**src/hdl/ccdv_pkg.sv**
```systemverilog
// ccdv_pkg: shared types, constants and helper functions for the CPF
// check digit validator. No dependencies.
package ccdv_pkg;

  // Field widths
  localparam int VAL_W  = 37;          // binary CPF number
  localparam int DIFF_W = VAL_W + 1;   // trial subtract with borrow bit
  localparam int SUM_W  = 10;          // weighted sums stay below 600
  localparam int DIG_W  = 4;           // one decimal digit
  localparam int QUO_W  = 6;           // sum / 11 stays below 64

  // Scheme constants
  localparam logic [VAL_W-1:0] CPF_MAX = 37'd99999999999;
  localparam int NUM_CELLS  = 10;      // digit positions 10 down to 1
  localparam int TOP_POS    = 10;
  localparam int MOD_BASE   = 11;
  localparam int MAX_DIGIT  = 9;
  localparam int PREV_WEIGHT = 2;      // weight of the first check digit in the second sum

  // Reciprocal of 11 for the remainder: q = (s * RECIP_11) >> RECIP_SHIFT
  localparam int RECIP_11    = 5958;
  localparam int RECIP_SHIFT = 16;
  localparam int RECIP_W     = 13;
  localparam int PROD_W      = SUM_W + RECIP_W;

  // Payload handed from cell to cell
  typedef struct packed {
    logic [VAL_W-1:0] value;   // original number, kept for the result
    logic [VAL_W-1:0] rem;     // digits not yet taken apart
    logic [SUM_W-1:0] sum1;    // weights 2..10
    logic [SUM_W-1:0] sum2;    // weights 3..11 plus twice the first check digit
    logic [DIG_W-1:0] digit;   // digit taken by the last cell
    logic             bad;     // number out of range
  } lane_t;

  // Power of ten for a digit position
  function automatic logic [VAL_W-1:0] pow10(input int pos);
    logic [VAL_W-1:0] p;
    p = VAL_W'(1);
    for (int k = 0; k < pos; k++) begin
      p = p * VAL_W'(10);
    end
    return p;
  endfunction

  // Weight of a position in the first sum
  function automatic int weight_first(input int pos);
    return (pos >= 2) ? pos : 0;
  endfunction

  // Weight of a position in the second sum
  function automatic int weight_second(input int pos);
    return (pos >= 2) ? pos + 1 : ((pos == 1) ? PREV_WEIGHT : 0);
  endfunction

  // Check digit expected for a remainder mod 11
  function automatic logic [DIG_W-1:0] expected_digit(input logic [DIG_W-1:0] r);
    return (r < DIG_W'(2)) ? '0 : DIG_W'(MOD_BASE) - r;
  endfunction

endpackage

```
**src/hdl/cpf_check_digit_validator_unit.sv**
```systemverilog
// Path: an input transfer reaches its result through 10 digit cells and 2 check stages.
// Throughput: one item per cycle when no result is held; every cell and check stage holds one.
// Ready passes back through the whole row in the same cycle; a held result stalls the input
// only once every cell is full, and empty cells still accept while the result waits.
// Reset: synchronous active-high rst empties the chain and the result register.
// Uses ccdv_pkg, ccdv_digit_cell and ccdv_check.
module cpf_check_digit_validator_unit
  import ccdv_pkg::*;
(
  input  logic             clk,
  input  logic             rst,
  input  logic             item_valid,
  output logic             item_stall,
  input  logic [VAL_W-1:0] cpf_value,
  output logic             result_valid,
  input  logic             result_stall,
  output logic             is_valid,
  output logic [VAL_W-1:0] accepted_value
);

  lane_t entry_lane;
  lane_t lanes  [0:NUM_CELLS];
  logic  valids [0:NUM_CELLS];
  logic  readys [0:NUM_CELLS];

  // Enter the chain with the full number and empty sums
  always_comb begin
    entry_lane       = '0;
    entry_lane.value = cpf_value;
    entry_lane.rem   = cpf_value;
    entry_lane.bad   = cpf_value > CPF_MAX;
  end

  assign lanes[0]   = entry_lane;
  assign valids[0]  = item_valid;
  assign item_stall = !readys[0];

  // Row of digit cells, most significant digit first
  for (genvar i = 0; i < NUM_CELLS; i++) begin : g_cell
    ccdv_digit_cell #(
      .POS(TOP_POS - i)
    ) u_cell (
      .clk     (clk),
      .rst     (rst),
      .up_valid(valids[i]),
      .up_ready(readys[i]),
      .up_lane (lanes[i]),
      .dn_valid(valids[i+1]),
      .dn_ready(readys[i+1]),
      .dn_lane (lanes[i+1])
    );
  end

  // Mod-11 check and result register
  ccdv_check u_check (
    .clk           (clk),
    .rst           (rst),
    .up_valid      (valids[NUM_CELLS]),
    .up_ready      (readys[NUM_CELLS]),
    .up_lane       (lanes[NUM_CELLS]),
    .result_valid  (result_valid),
    .result_stall  (result_stall),
    .is_valid      (is_valid),
    .accepted_value(accepted_value)
  );

  // An invalid number never passes its value on
  assert property (@(posedge clk) disable iff (rst)
    result_valid && !is_valid |-> accepted_value == '0)
    else $error("invalid result carries a nonzero value");

  // A valid number is always in range
  assert property (@(posedge clk) disable iff (rst)
    result_valid && is_valid |-> accepted_value <= CPF_MAX)
    else $error("valid result out of range");

  // The input stalls only when the whole chain is full and the result is held
  assert property (@(posedge clk) disable iff (rst)
    item_stall |-> result_valid && result_stall)
    else $error("input stalled with room in the chain");

  // Reset empties the result register
  assert property (@(posedge clk)
    rst |=> !result_valid)
    else $error("result valid right after reset");

endmodule

```
**src/hdl/ccdv_digit_cell.sv**
```systemverilog
// ccdv_digit_cell: one cell of the digit chain; takes one decimal digit
// off the remaining value and adds it into both weighted sums. Uses ccdv_pkg.
module ccdv_digit_cell
  import ccdv_pkg::*;
#(
  parameter int POS = TOP_POS
) (
  input  logic  clk,
  input  logic  rst,
  input  logic  up_valid,
  output logic  up_ready,
  input  lane_t up_lane,
  output logic  dn_valid,
  input  logic  dn_ready,
  output lane_t dn_lane
);

  localparam logic [VAL_W-1:0] POWER = pow10(POS);
  localparam int W1 = weight_first(POS);
  localparam int W2 = weight_second(POS);

  logic              vld;
  lane_t             lane;
  lane_t             lane_next;
  logic [DIFF_W-1:0] diff [1:MAX_DIGIT];
  logic [DIG_W-1:0]  digit;
  logic [VAL_W-1:0]  rem_next;

  // Trial subtract every multiple of the power in parallel
  always_comb begin
    for (int d = 1; d <= MAX_DIGIT; d++) begin
      diff[d] = {1'b0, up_lane.rem} - DIFF_W'(d) * {1'b0, POWER};
    end
  end

  // Pick the largest multiple that fits
  always_comb begin
    digit    = '0;
    rem_next = up_lane.rem;
    for (int d = 1; d <= MAX_DIGIT; d++) begin
      if (!diff[d][DIFF_W-1]) begin
        digit    = DIG_W'(d);
        rem_next = diff[d][VAL_W-1:0];
      end
    end
  end

  // Accumulate the weighted sums
  always_comb begin
    lane_next       = up_lane;
    lane_next.rem   = rem_next;
    lane_next.digit = digit;
    lane_next.sum1  = up_lane.sum1 + SUM_W'(digit) * SUM_W'(W1);
    lane_next.sum2  = up_lane.sum2 + SUM_W'(digit) * SUM_W'(W2);
  end

  // Advance when empty or when the next cell takes its transfer
  assign up_ready = !vld || dn_ready;

  always_ff @(posedge clk) begin
    if (rst) begin
      vld <= 1'b0;
    end else if (up_ready) begin
      vld <= up_valid;
    end
  end

  always_ff @(posedge clk) begin
    if (up_ready && up_valid) begin
      lane <= lane_next;
    end
  end

  assign dn_valid = vld;
  assign dn_lane  = lane;

endmodule

```
**src/hdl/ccdv_check.sv**
```systemverilog
// ccdv_check: reduces both sums mod 11 and compares against the check
// digits, two register stages, the second being the result register. Uses ccdv_pkg.
module ccdv_check
  import ccdv_pkg::*;
(
  input  logic             clk,
  input  logic             rst,
  input  logic             up_valid,
  output logic             up_ready,
  input  lane_t            up_lane,
  output logic             result_valid,
  input  logic             result_stall,
  output logic             is_valid,
  output logic [VAL_W-1:0] accepted_value
);

  // Stage A registers
  logic             a_vld;
  logic [QUO_W-1:0] a_q1;
  logic [QUO_W-1:0] a_q2;
  logic [SUM_W-1:0] a_sum1;
  logic [SUM_W-1:0] a_sum2;
  logic [DIG_W-1:0] a_prev;
  logic [DIG_W-1:0] a_last;
  logic             a_bad;
  logic [VAL_W-1:0] a_value;
  logic             a_ready;

  // Stage B (result) registers
  logic             b_vld;
  logic             b_ok;
  logic [VAL_W-1:0] b_value;
  logic             b_ready;

  logic [PROD_W-1:0] prod1;
  logic [PROD_W-1:0] prod2;
  logic [DIG_W-1:0]  r1;
  logic [DIG_W-1:0]  r2;
  logic [SUM_W-1:0]  full_r1;
  logic [SUM_W-1:0]  full_r2;
  logic              ok_next;

  // Quotient by 11 through the reciprocal
  assign prod1 = PROD_W'(up_lane.sum1) * PROD_W'(RECIP_11);
  assign prod2 = PROD_W'(up_lane.sum2) * PROD_W'(RECIP_11);

  assign b_ready  = !b_vld || !result_stall;
  assign a_ready  = !a_vld || b_ready;
  assign up_ready = a_ready;

  always_ff @(posedge clk) begin
    if (rst) begin
      a_vld <= 1'b0;
    end else if (a_ready) begin
      a_vld <= up_valid;
    end
  end

  // Hold the quotients, the sums, the two check digits, the range flag and the number
  always_ff @(posedge clk) begin
    if (a_ready && up_valid) begin
      a_q1    <= prod1[RECIP_SHIFT +: QUO_W];
      a_q2    <= prod2[RECIP_SHIFT +: QUO_W];
      a_sum1  <= up_lane.sum1;
      a_sum2  <= up_lane.sum2;
      a_prev  <= up_lane.digit;
      a_last  <= up_lane.rem[DIG_W-1:0];
      a_bad   <= up_lane.bad || (up_lane.rem[VAL_W-1:DIG_W] != '0);
      a_value <= up_lane.value;
    end
  end

  // Remainders and comparison
  assign full_r1 = a_sum1 - SUM_W'(a_q1) * SUM_W'(MOD_BASE);
  assign full_r2 = a_sum2 - SUM_W'(a_q2) * SUM_W'(MOD_BASE);
  assign r1      = full_r1[DIG_W-1:0];
  assign r2      = full_r2[DIG_W-1:0];
  assign ok_next = !a_bad && (a_prev == expected_digit(r1)) && (a_last == expected_digit(r2));

  always_ff @(posedge clk) begin
    if (rst) begin
      b_vld <= 1'b0;
    end else if (b_ready) begin
      b_vld <= a_vld;
    end
  end

  always_ff @(posedge clk) begin
    if (b_ready && a_vld) begin
      b_ok    <= ok_next;
      b_value <= ok_next ? a_value : '0;
    end
  end

  assign result_valid   = b_vld;
  assign is_valid       = b_ok;
  assign accepted_value = b_value;

endmodule

```
**config.mk**
```make
export PLATFORM = sky130hd
export DESIGN_NAME = cpf_check_digit_validator_unit
export DESIGN_NICKNAME = d
export VERILOG_FILES = /design/src/hdl/ccdv_pkg.sv /design/src/hdl/cpf_check_digit_validator_unit.sv /design/src/hdl/ccdv_digit_cell.sv /design/src/hdl/ccdv_check.sv
export SDC_FILE = /design/constraint.sdc
export NUM_CORES = 2
export LEC_CHECK = 0
export ABC_AREA = 1
export BUFFER_PORTS_ARGS = -buffer_cell sky130_fd_sc_hd__buf_2
export CAP_MARGIN = 20
export CORE_AREA = 2 2 564 566
export CTS_BUF_LIST = sky130_fd_sc_hd__clkbuf_2 sky130_fd_sc_hd__clkbuf_4 sky130_fd_sc_hd__clkbuf_8
export CTS_CLUSTER_DIAMETER = 40
export DETAILED_ROUTE_END_ITERATION = 16
export DIE_AREA = 0 0 566 568
export REMOVE_ABC_BUFFERS = 1
export SLEW_MARGIN = 20
export SYNTH_ARGS = -nofsm -noshare
export SYNTH_HDL_FRONTEND = slang
export SYNTH_SLANG_ARGS = --single-unit
```
**constraint.sdc**
```tcl
create_clock -name clk -period 6.9 [get_ports clk]
set_input_delay 0 -clock clk [delete_from_list [all_inputs] [get_ports clk]]
set_output_delay 0 -clock clk [all_outputs]
set_load 0.02 [all_outputs]
```
Word-level counts from Yosys, hierarchy flattened. Index checks and enable logic that the tools add are counted.

Output and inout bits: 40. Flip-flop bits (word level): 1065. Logic and storage cells: 431. Input bits: 41.

Multipliers: 17. Magnitude comparators: 3. Reductions and logical operators: 43. $add $sub $neg: 111. Eq/ne operators: 2. Muxes and demuxes: 182.

Operators by type and width (count): 37-bit 2-to-1 mux (90); 37-bit by 10-bit subtractor with 38-bit output (second input constant) (5); 37-bit by 20-bit subtractor with 38-bit output (second input constant) (5); 37-bit by 30-bit subtractor with 38-bit output (second input constant) (5); 37-bit by 13-bit subtractor with 38-bit output (second input constant) (4); 37-bit by 17-bit subtractor with 38-bit output (second input constant) (4); 37-bit by 23-bit subtractor with 38-bit output (second input constant) (4); 37-bit by 27-bit subtractor with 38-bit output (second input constant) (4); 37-bit by 33-bit subtractor with 38-bit output (second input constant) (4); 37-bit by 7-bit subtractor with 38-bit output (second input constant) (4); 3-bit 2-to-1 mux (40); 37-bit by 16-bit subtractor with 38-bit output (second input constant) (3); 37-bit by 19-bit subtractor with 38-bit output (second input constant) (3); 37-bit by 26-bit subtractor with 38-bit output (second input constant) (3); 37-bit by 29-bit subtractor with 38-bit output (second input constant) (3); 37-bit by 36-bit subtractor with 38-bit output (second input constant) (3); 37-bit by 37-bit subtractor with 38-bit output (second input constant) (3); 37-bit by 6-bit subtractor with 38-bit output (second input constant) (3); 37-bit by 9-bit subtractor with 38-bit output (second input constant) (3); 4-bit 2-to-1 mux (22); 10-bit by 7-bit adder with 10-bit output (8); 37-bit by 12-bit subtractor with 38-bit output (second input constant) (2); 37-bit by 14-bit subtractor with 38-bit output (second input constant) (2); 37-bit by 15-bit subtractor with 38-bit output (second input constant) (2); 34 further kinds (129).

Longest topological paths before layout.
Depth after elaboration: 14. Gate-level depth with buffers: 31. Mapped depth without buffers: 30.

Modules after synthesis. From an unflattened synthesis, not the netlist that was laid out.

Cell total of the unflattened synthesis: 11110. Area total of the unflattened synthesis: 85333.1 um2.

By module, submodules not included: ccdv_digit_cell (g_cell[0].u_cell) (instances 1, area an instance 9773.1 um2, cells each 1486, sequential area each 2992.9 um2); ccdv_digit_cell (g_cell[1].u_cell) (instances 1, area an instance 9492.9 um2, cells each 1436, sequential area each 2992.9 um2); ccdv_digit_cell (g_cell[2].u_cell) (instances 1, area an instance 8874.8 um2, cells each 1275, sequential area each 2992.9 um2); ccdv_check (instances 1, area an instance 8667.1 um2, cells each 901, sequential area each 3042.9 um2); ccdv_digit_cell (g_cell[3].u_cell) (instances 1, area an instance 8242.9 um2, cells each 1180, sequential area each 2992.9 um2); ccdv_digit_cell (g_cell[4].u_cell) (instances 1, area an instance 7905.1 um2, cells each 1061, sequential area each 2992.9 um2); ccdv_digit_cell (g_cell[5].u_cell) (instances 1, area an instance 7158.1 um2, cells each 897, sequential area each 2992.9 um2); ccdv_digit_cell (g_cell[6].u_cell) (instances 1, area an instance 7106.8 um2, cells each 868, sequential area each 2992.9 um2); ccdv_digit_cell (g_cell[7].u_cell) (instances 1, area an instance 6284.8 um2, cells each 718, sequential area each 2992.9 um2); ccdv_digit_cell (g_cell[8].u_cell) (instances 1, area an instance 6113.4 um2, cells each 666, sequential area each 2992.9 um2); ccdv_digit_cell (g_cell[9].u_cell) (instances 1, area an instance 5470.2 um2, cells each 562, sequential area each 2992.9 um2); cpf_check_digit_validator_unit (instances 1, area an instance 244.0 um2, cells each 60, sequential area each 0.0 um2).

Least setup slack after synthesis. OpenSTA, ideal clock, no wires.

Path type: flip-flop to flip-flop. Start: register u_check.b_vld, in the netlist u_check.result_valid. End: register g_cell[4].u_cell.lane (netlist bit g_cell[4].u_cell.dn_lane[0]) (enable). Stages on the path, launching flop included: 14. Period minus slack after synthesis: 5.915 ns. Setup slack: 0.985 ns. Arrival: 5.350 ns. Library setup time: 0.565 ns. Buffers on the path: 0. Data required time: 6.335 ns. Cells stage by stage: dfxtp_1 nand2_1 nor2_1 inv_1 nor2_1 inv_1 nor2_1 inv_1 nor2_1 inv_1 nor2_1 inv_1 nor2_2 a21oi_1.

Word-level cells in the longest chain between the ends: 10.

RTL lines: start: declaration (line ccdv_check.sv:30) `logic b_vld;`; start signal: assignment (line ccdv_check.sv:84) `b_vld <= a_vld;`; 1-bit logical NOT (line ccdv_check.sv:47) `assign b_ready = !b_vld || !result_stall;`; 1-bit logical OR (line ccdv_check.sv:47); 1-bit logical OR (line ccdv_check.sv:48) `assign a_ready = !a_vld || b_ready;`; 1-bit logical OR (6 in series) (line ccdv_digit_cell.sv:58) `assign up_ready = !vld || dn_ready;`; 1-bit logical AND (line ccdv_digit_cell.sv:69) `if (up_ready && up_valid) begin`; end signal: assignment (line ccdv_digit_cell.sv:70) `lane <= lane_next;`; end: declaration (line ccdv_digit_cell.sv:23) `lane_t lane;`.

No other way between the ends. A chain may end at the register's enable or synchronous reset.

==> metrics <==
outcome=finished clean; Seq cells post-synth=1002; setup_tns=0 ps; Post-synth ARST share=0%; Die Span Y=568 µm; clk slew on worst S/H paths=about 60 ps; skew final=between 60 and 70 ps; synthesized instance count=10435; Worst setup SP type=flip-flop; row count=about 210; Arr. time, crit path=roughly 6500 ps; PwrDens=175 nW/µm²; CP max FO=19; RePlAce Congestion=just under 1; Final Hold Viols=0; Post-CTS Resized=0; Post-synth EDFFs=990; Final period util=86.0%; Ys Warns=0; layout cell share with drive strength beyond 1=about 7.7%; leakage power=around 0.036 µW; Num Clock Sinks=roughly 1000; vias in the first global route=68666; slew margin rel.=a little under two fifths; I/O Buffers=80; ANT nets after route=0; initial core utilization=approximately a quarter; Post-synth top cells=nand2_1 (2956), inv_1 (1167), nor2_1 (1087); worst slew pin tran=~950 ps; core area=~320000 µm²; WP data required=roughly 7500 ps; number of buffers created by CTS=187; synth unique cells=81; DR iter-0 viols=between 6000 and 7000; Avg WL per Cell=17.9 µm; first drt pass iteration count=6; fill cell count=34502; Main synth FF type=edfxtp_1; drt via density=around 4.8; Critical Path End Type=flip-flop; register area=around 30000 µm²; Skew-Pair Late Insertion Delay=around 920 ps; Remaining DRCs=0; GRT Overall Usage=16.0%; MaxCap Viol Count=0; most numerous cell in the Yosys netlist=nand2_1; Routed WL=266000 µm; largest net degree at the start of global routing=70; post-synth top area cell=edfxtp_1; Fmax=between 0.15 and 0.2 GHz; Final #Nets=11124; top cells by area, synth=edfxtp_1 (38%), nand2_1 (14%), ha_1 (6.9%); Seq/Total Area, Yosys=about two fifths; H-tree depth=4; area occupied by multi-input gates=approximately 42000 µm²; IO Pins=81; Area growth, synth to finish=11.5%; Congestion Overflow GR=0; synthesized cell area=just under 80000 µm²; clk root buf=clkbuf_8; Bufs on Longest Clock Path=4; Worst VDD drop=approximately 130 µV; initial antenna violation count=8; CTS tree=done; Die X=~570 µm; first-pass GRT wire length=roughly 410000 µm; HP Class=input port to flip-flop; fin cells=between 10000 and 15000; via count=slightly above 70000; Avg Inst Size Synth=around 7.5 µm²; RSZ-0062 raised after global routing=false; # placed instances=between 10000 and 15000; final setup fails=0; minimum clock period=approximately 6000 ps; Slew Limit Fails=0; die area=around 320000 µm²; critical path type=flip-flop to flip-flop; Detailed Place HPWL=between 200000 and 250000 µm; top cell type's share of synthesized area=a little under two fifths
## metal layers
metal  global-route usage, %  vias up  share of wire, %
li1                        -    34764                 -
met1                    21.7    33429                44
met2                    25.7     2838                45
met3                    2.38      596               7.2
met4                    5.85        6               3.8
met5                       0        -             0.014
## cells in the final DEF (no fill, tap or decap), drive strengths merged, types with 8 or more instances in the layout
cell type    netlist  final
fa               109    109
nand2           3027   3027
o31ai             11     11
a21oi            882    882
xnor2            111    111
nand3            683    683
or2               34     34
ha               432    432
buf              250    174
nor4              45     45
o22ai              8      8
a31oi            101    101
clkbuf            68    242
o2111ai           11     11
clkinvlp           0     15
a21boi            16     16
xor2             225    225
o21a              16     16
a21o               8      8
nand3b            23     23
dfxtp             12     12
nor2            1161   1161
edfxtp           990    990
nor3             144    144
a211oi             8      8
clkinv            20     71
o211ai            55     55
dlygate4sd3        0     62
o21bai            17     17
bufinv             0     11
o21ai            555    555
inv             1266   1273
nand4            103    103
## through the flow
| stage | power (µW) | area [µm²] | hold WS, ps | utilization (%) | setup WS, ps |
|---|---|---|---|---|---|
| after floorplan | 8580 | 76700 | 69.1 | - | 985 |
| after global placement | 9490 | 83100 | 195 | 26.3 | 942 |
| after detailed placement | 9480 | 83100 | 194 | 26.3 | 944 |
| after CTS | 15400 | 87500 | 4.07 | 27.7 | 903 |
| after global routing | 16000 | 87500 | 26.9 | 27.7 | 631 |
| final | 15300 | 87500 | 114 | 27.7 | 965 |
## logic make-up (layout without fill, tap and decap cells)
kind of cell	after synthesis	after routing	share of synthesized area, %
AOI/OAI and AO/OA	1717	1717	12.0
xor gates and xnor gates	336	336	3.75
muxes	1	1	0.0128
and+or+nand+nor	5234	5234	28.0
adders and majority gates	541	541	9.67
DFF	1002	1002	38.2
other	0	3	0
buffers and inverters	1604	1848	8.42
## sequential cells by signal (all words and copies together) (netlist names)
name	flops
u_check.a_bad	1
u_check.a_prev	4
u_check.a_last	3
g_cell.u_cell.dn_lane	891
u_check.a_vld	1
u_check.accepted_value	37
u_check.a_q1	4
u_check.a_value	37
u_check.a_q2	4
u_check.result_valid	1
u_check.a_sum2	4
u_check.a_sum1	4
g_cell.u_cell.dn_valid	10
u_check.is_valid	1
## cell type report
type,instances,share of cell area (%)
multi-input combinational,7829,47.9
sequential,1002,34.2
tap,4180,5.98
inverter,1286,5.54
clock buffer,242,3.46
timing repair buffer,236,1.99
clock inverter,84,0.854
antenna,3,0.00858
## final timing paths
path	start	endpoint	slack (ps)	cells after the start
max	g_cell[2].u_cell.dn_lane[34]$_DFFE_PP_	g_cell[3].u_cell.dn_lane[24]$_DFFE_PP_	970	26
min	cpf_value[19]	g_cell[0].u_cell.dn_lane[81]$_DFFE_PP_	110	2
max reg2reg	g_cell[2].u_cell.dn_lane[34]$_DFFE_PP_	g_cell[3].u_cell.dn_lane[24]$_DFFE_PP_	970	26
min reg2reg	g_cell[3].u_cell.dn_lane[74]$_DFFE_PP_	g_cell[4].u_cell.dn_lane[74]$_DFFE_PP_	380	0
## critical path, cell delays in order, from the launching register on
cell	delay (ps)
edfxtp_1	600
inv_1	380
ha_1	230
nand2_1	60
nand2_1	140
nand2_1	70
nand2_1	130
nand2_1	70
nand2_1	100
nand2_1	90
nand2_4	250
inv_2	140
nand2_2	140
a21oi_1	80
o21ai_1	140
nand2_1	80
a21oi_2	280
inv_1	180
fa_1	550
inv_1	50
fa_1	480
fa_1	470
o21ai_0	280
a21oi_1	90
o21ai_0	250
nand3_1	130
xnor2_1	160
## power by group
group	internal [µW]	switching (µW)	leakage, µW
registers	6880	224	0.00910
logic	648	1700	0.0248
clock network	3290	2540	0.00194
total	10800	4470	0.0358
## what timing repair did
action                                 CTS  global route
hold buffers                            62             0
buffers inserted                         0             0
endpoints found under the hold margin  124             0
(Power assumes the default switching activity.)
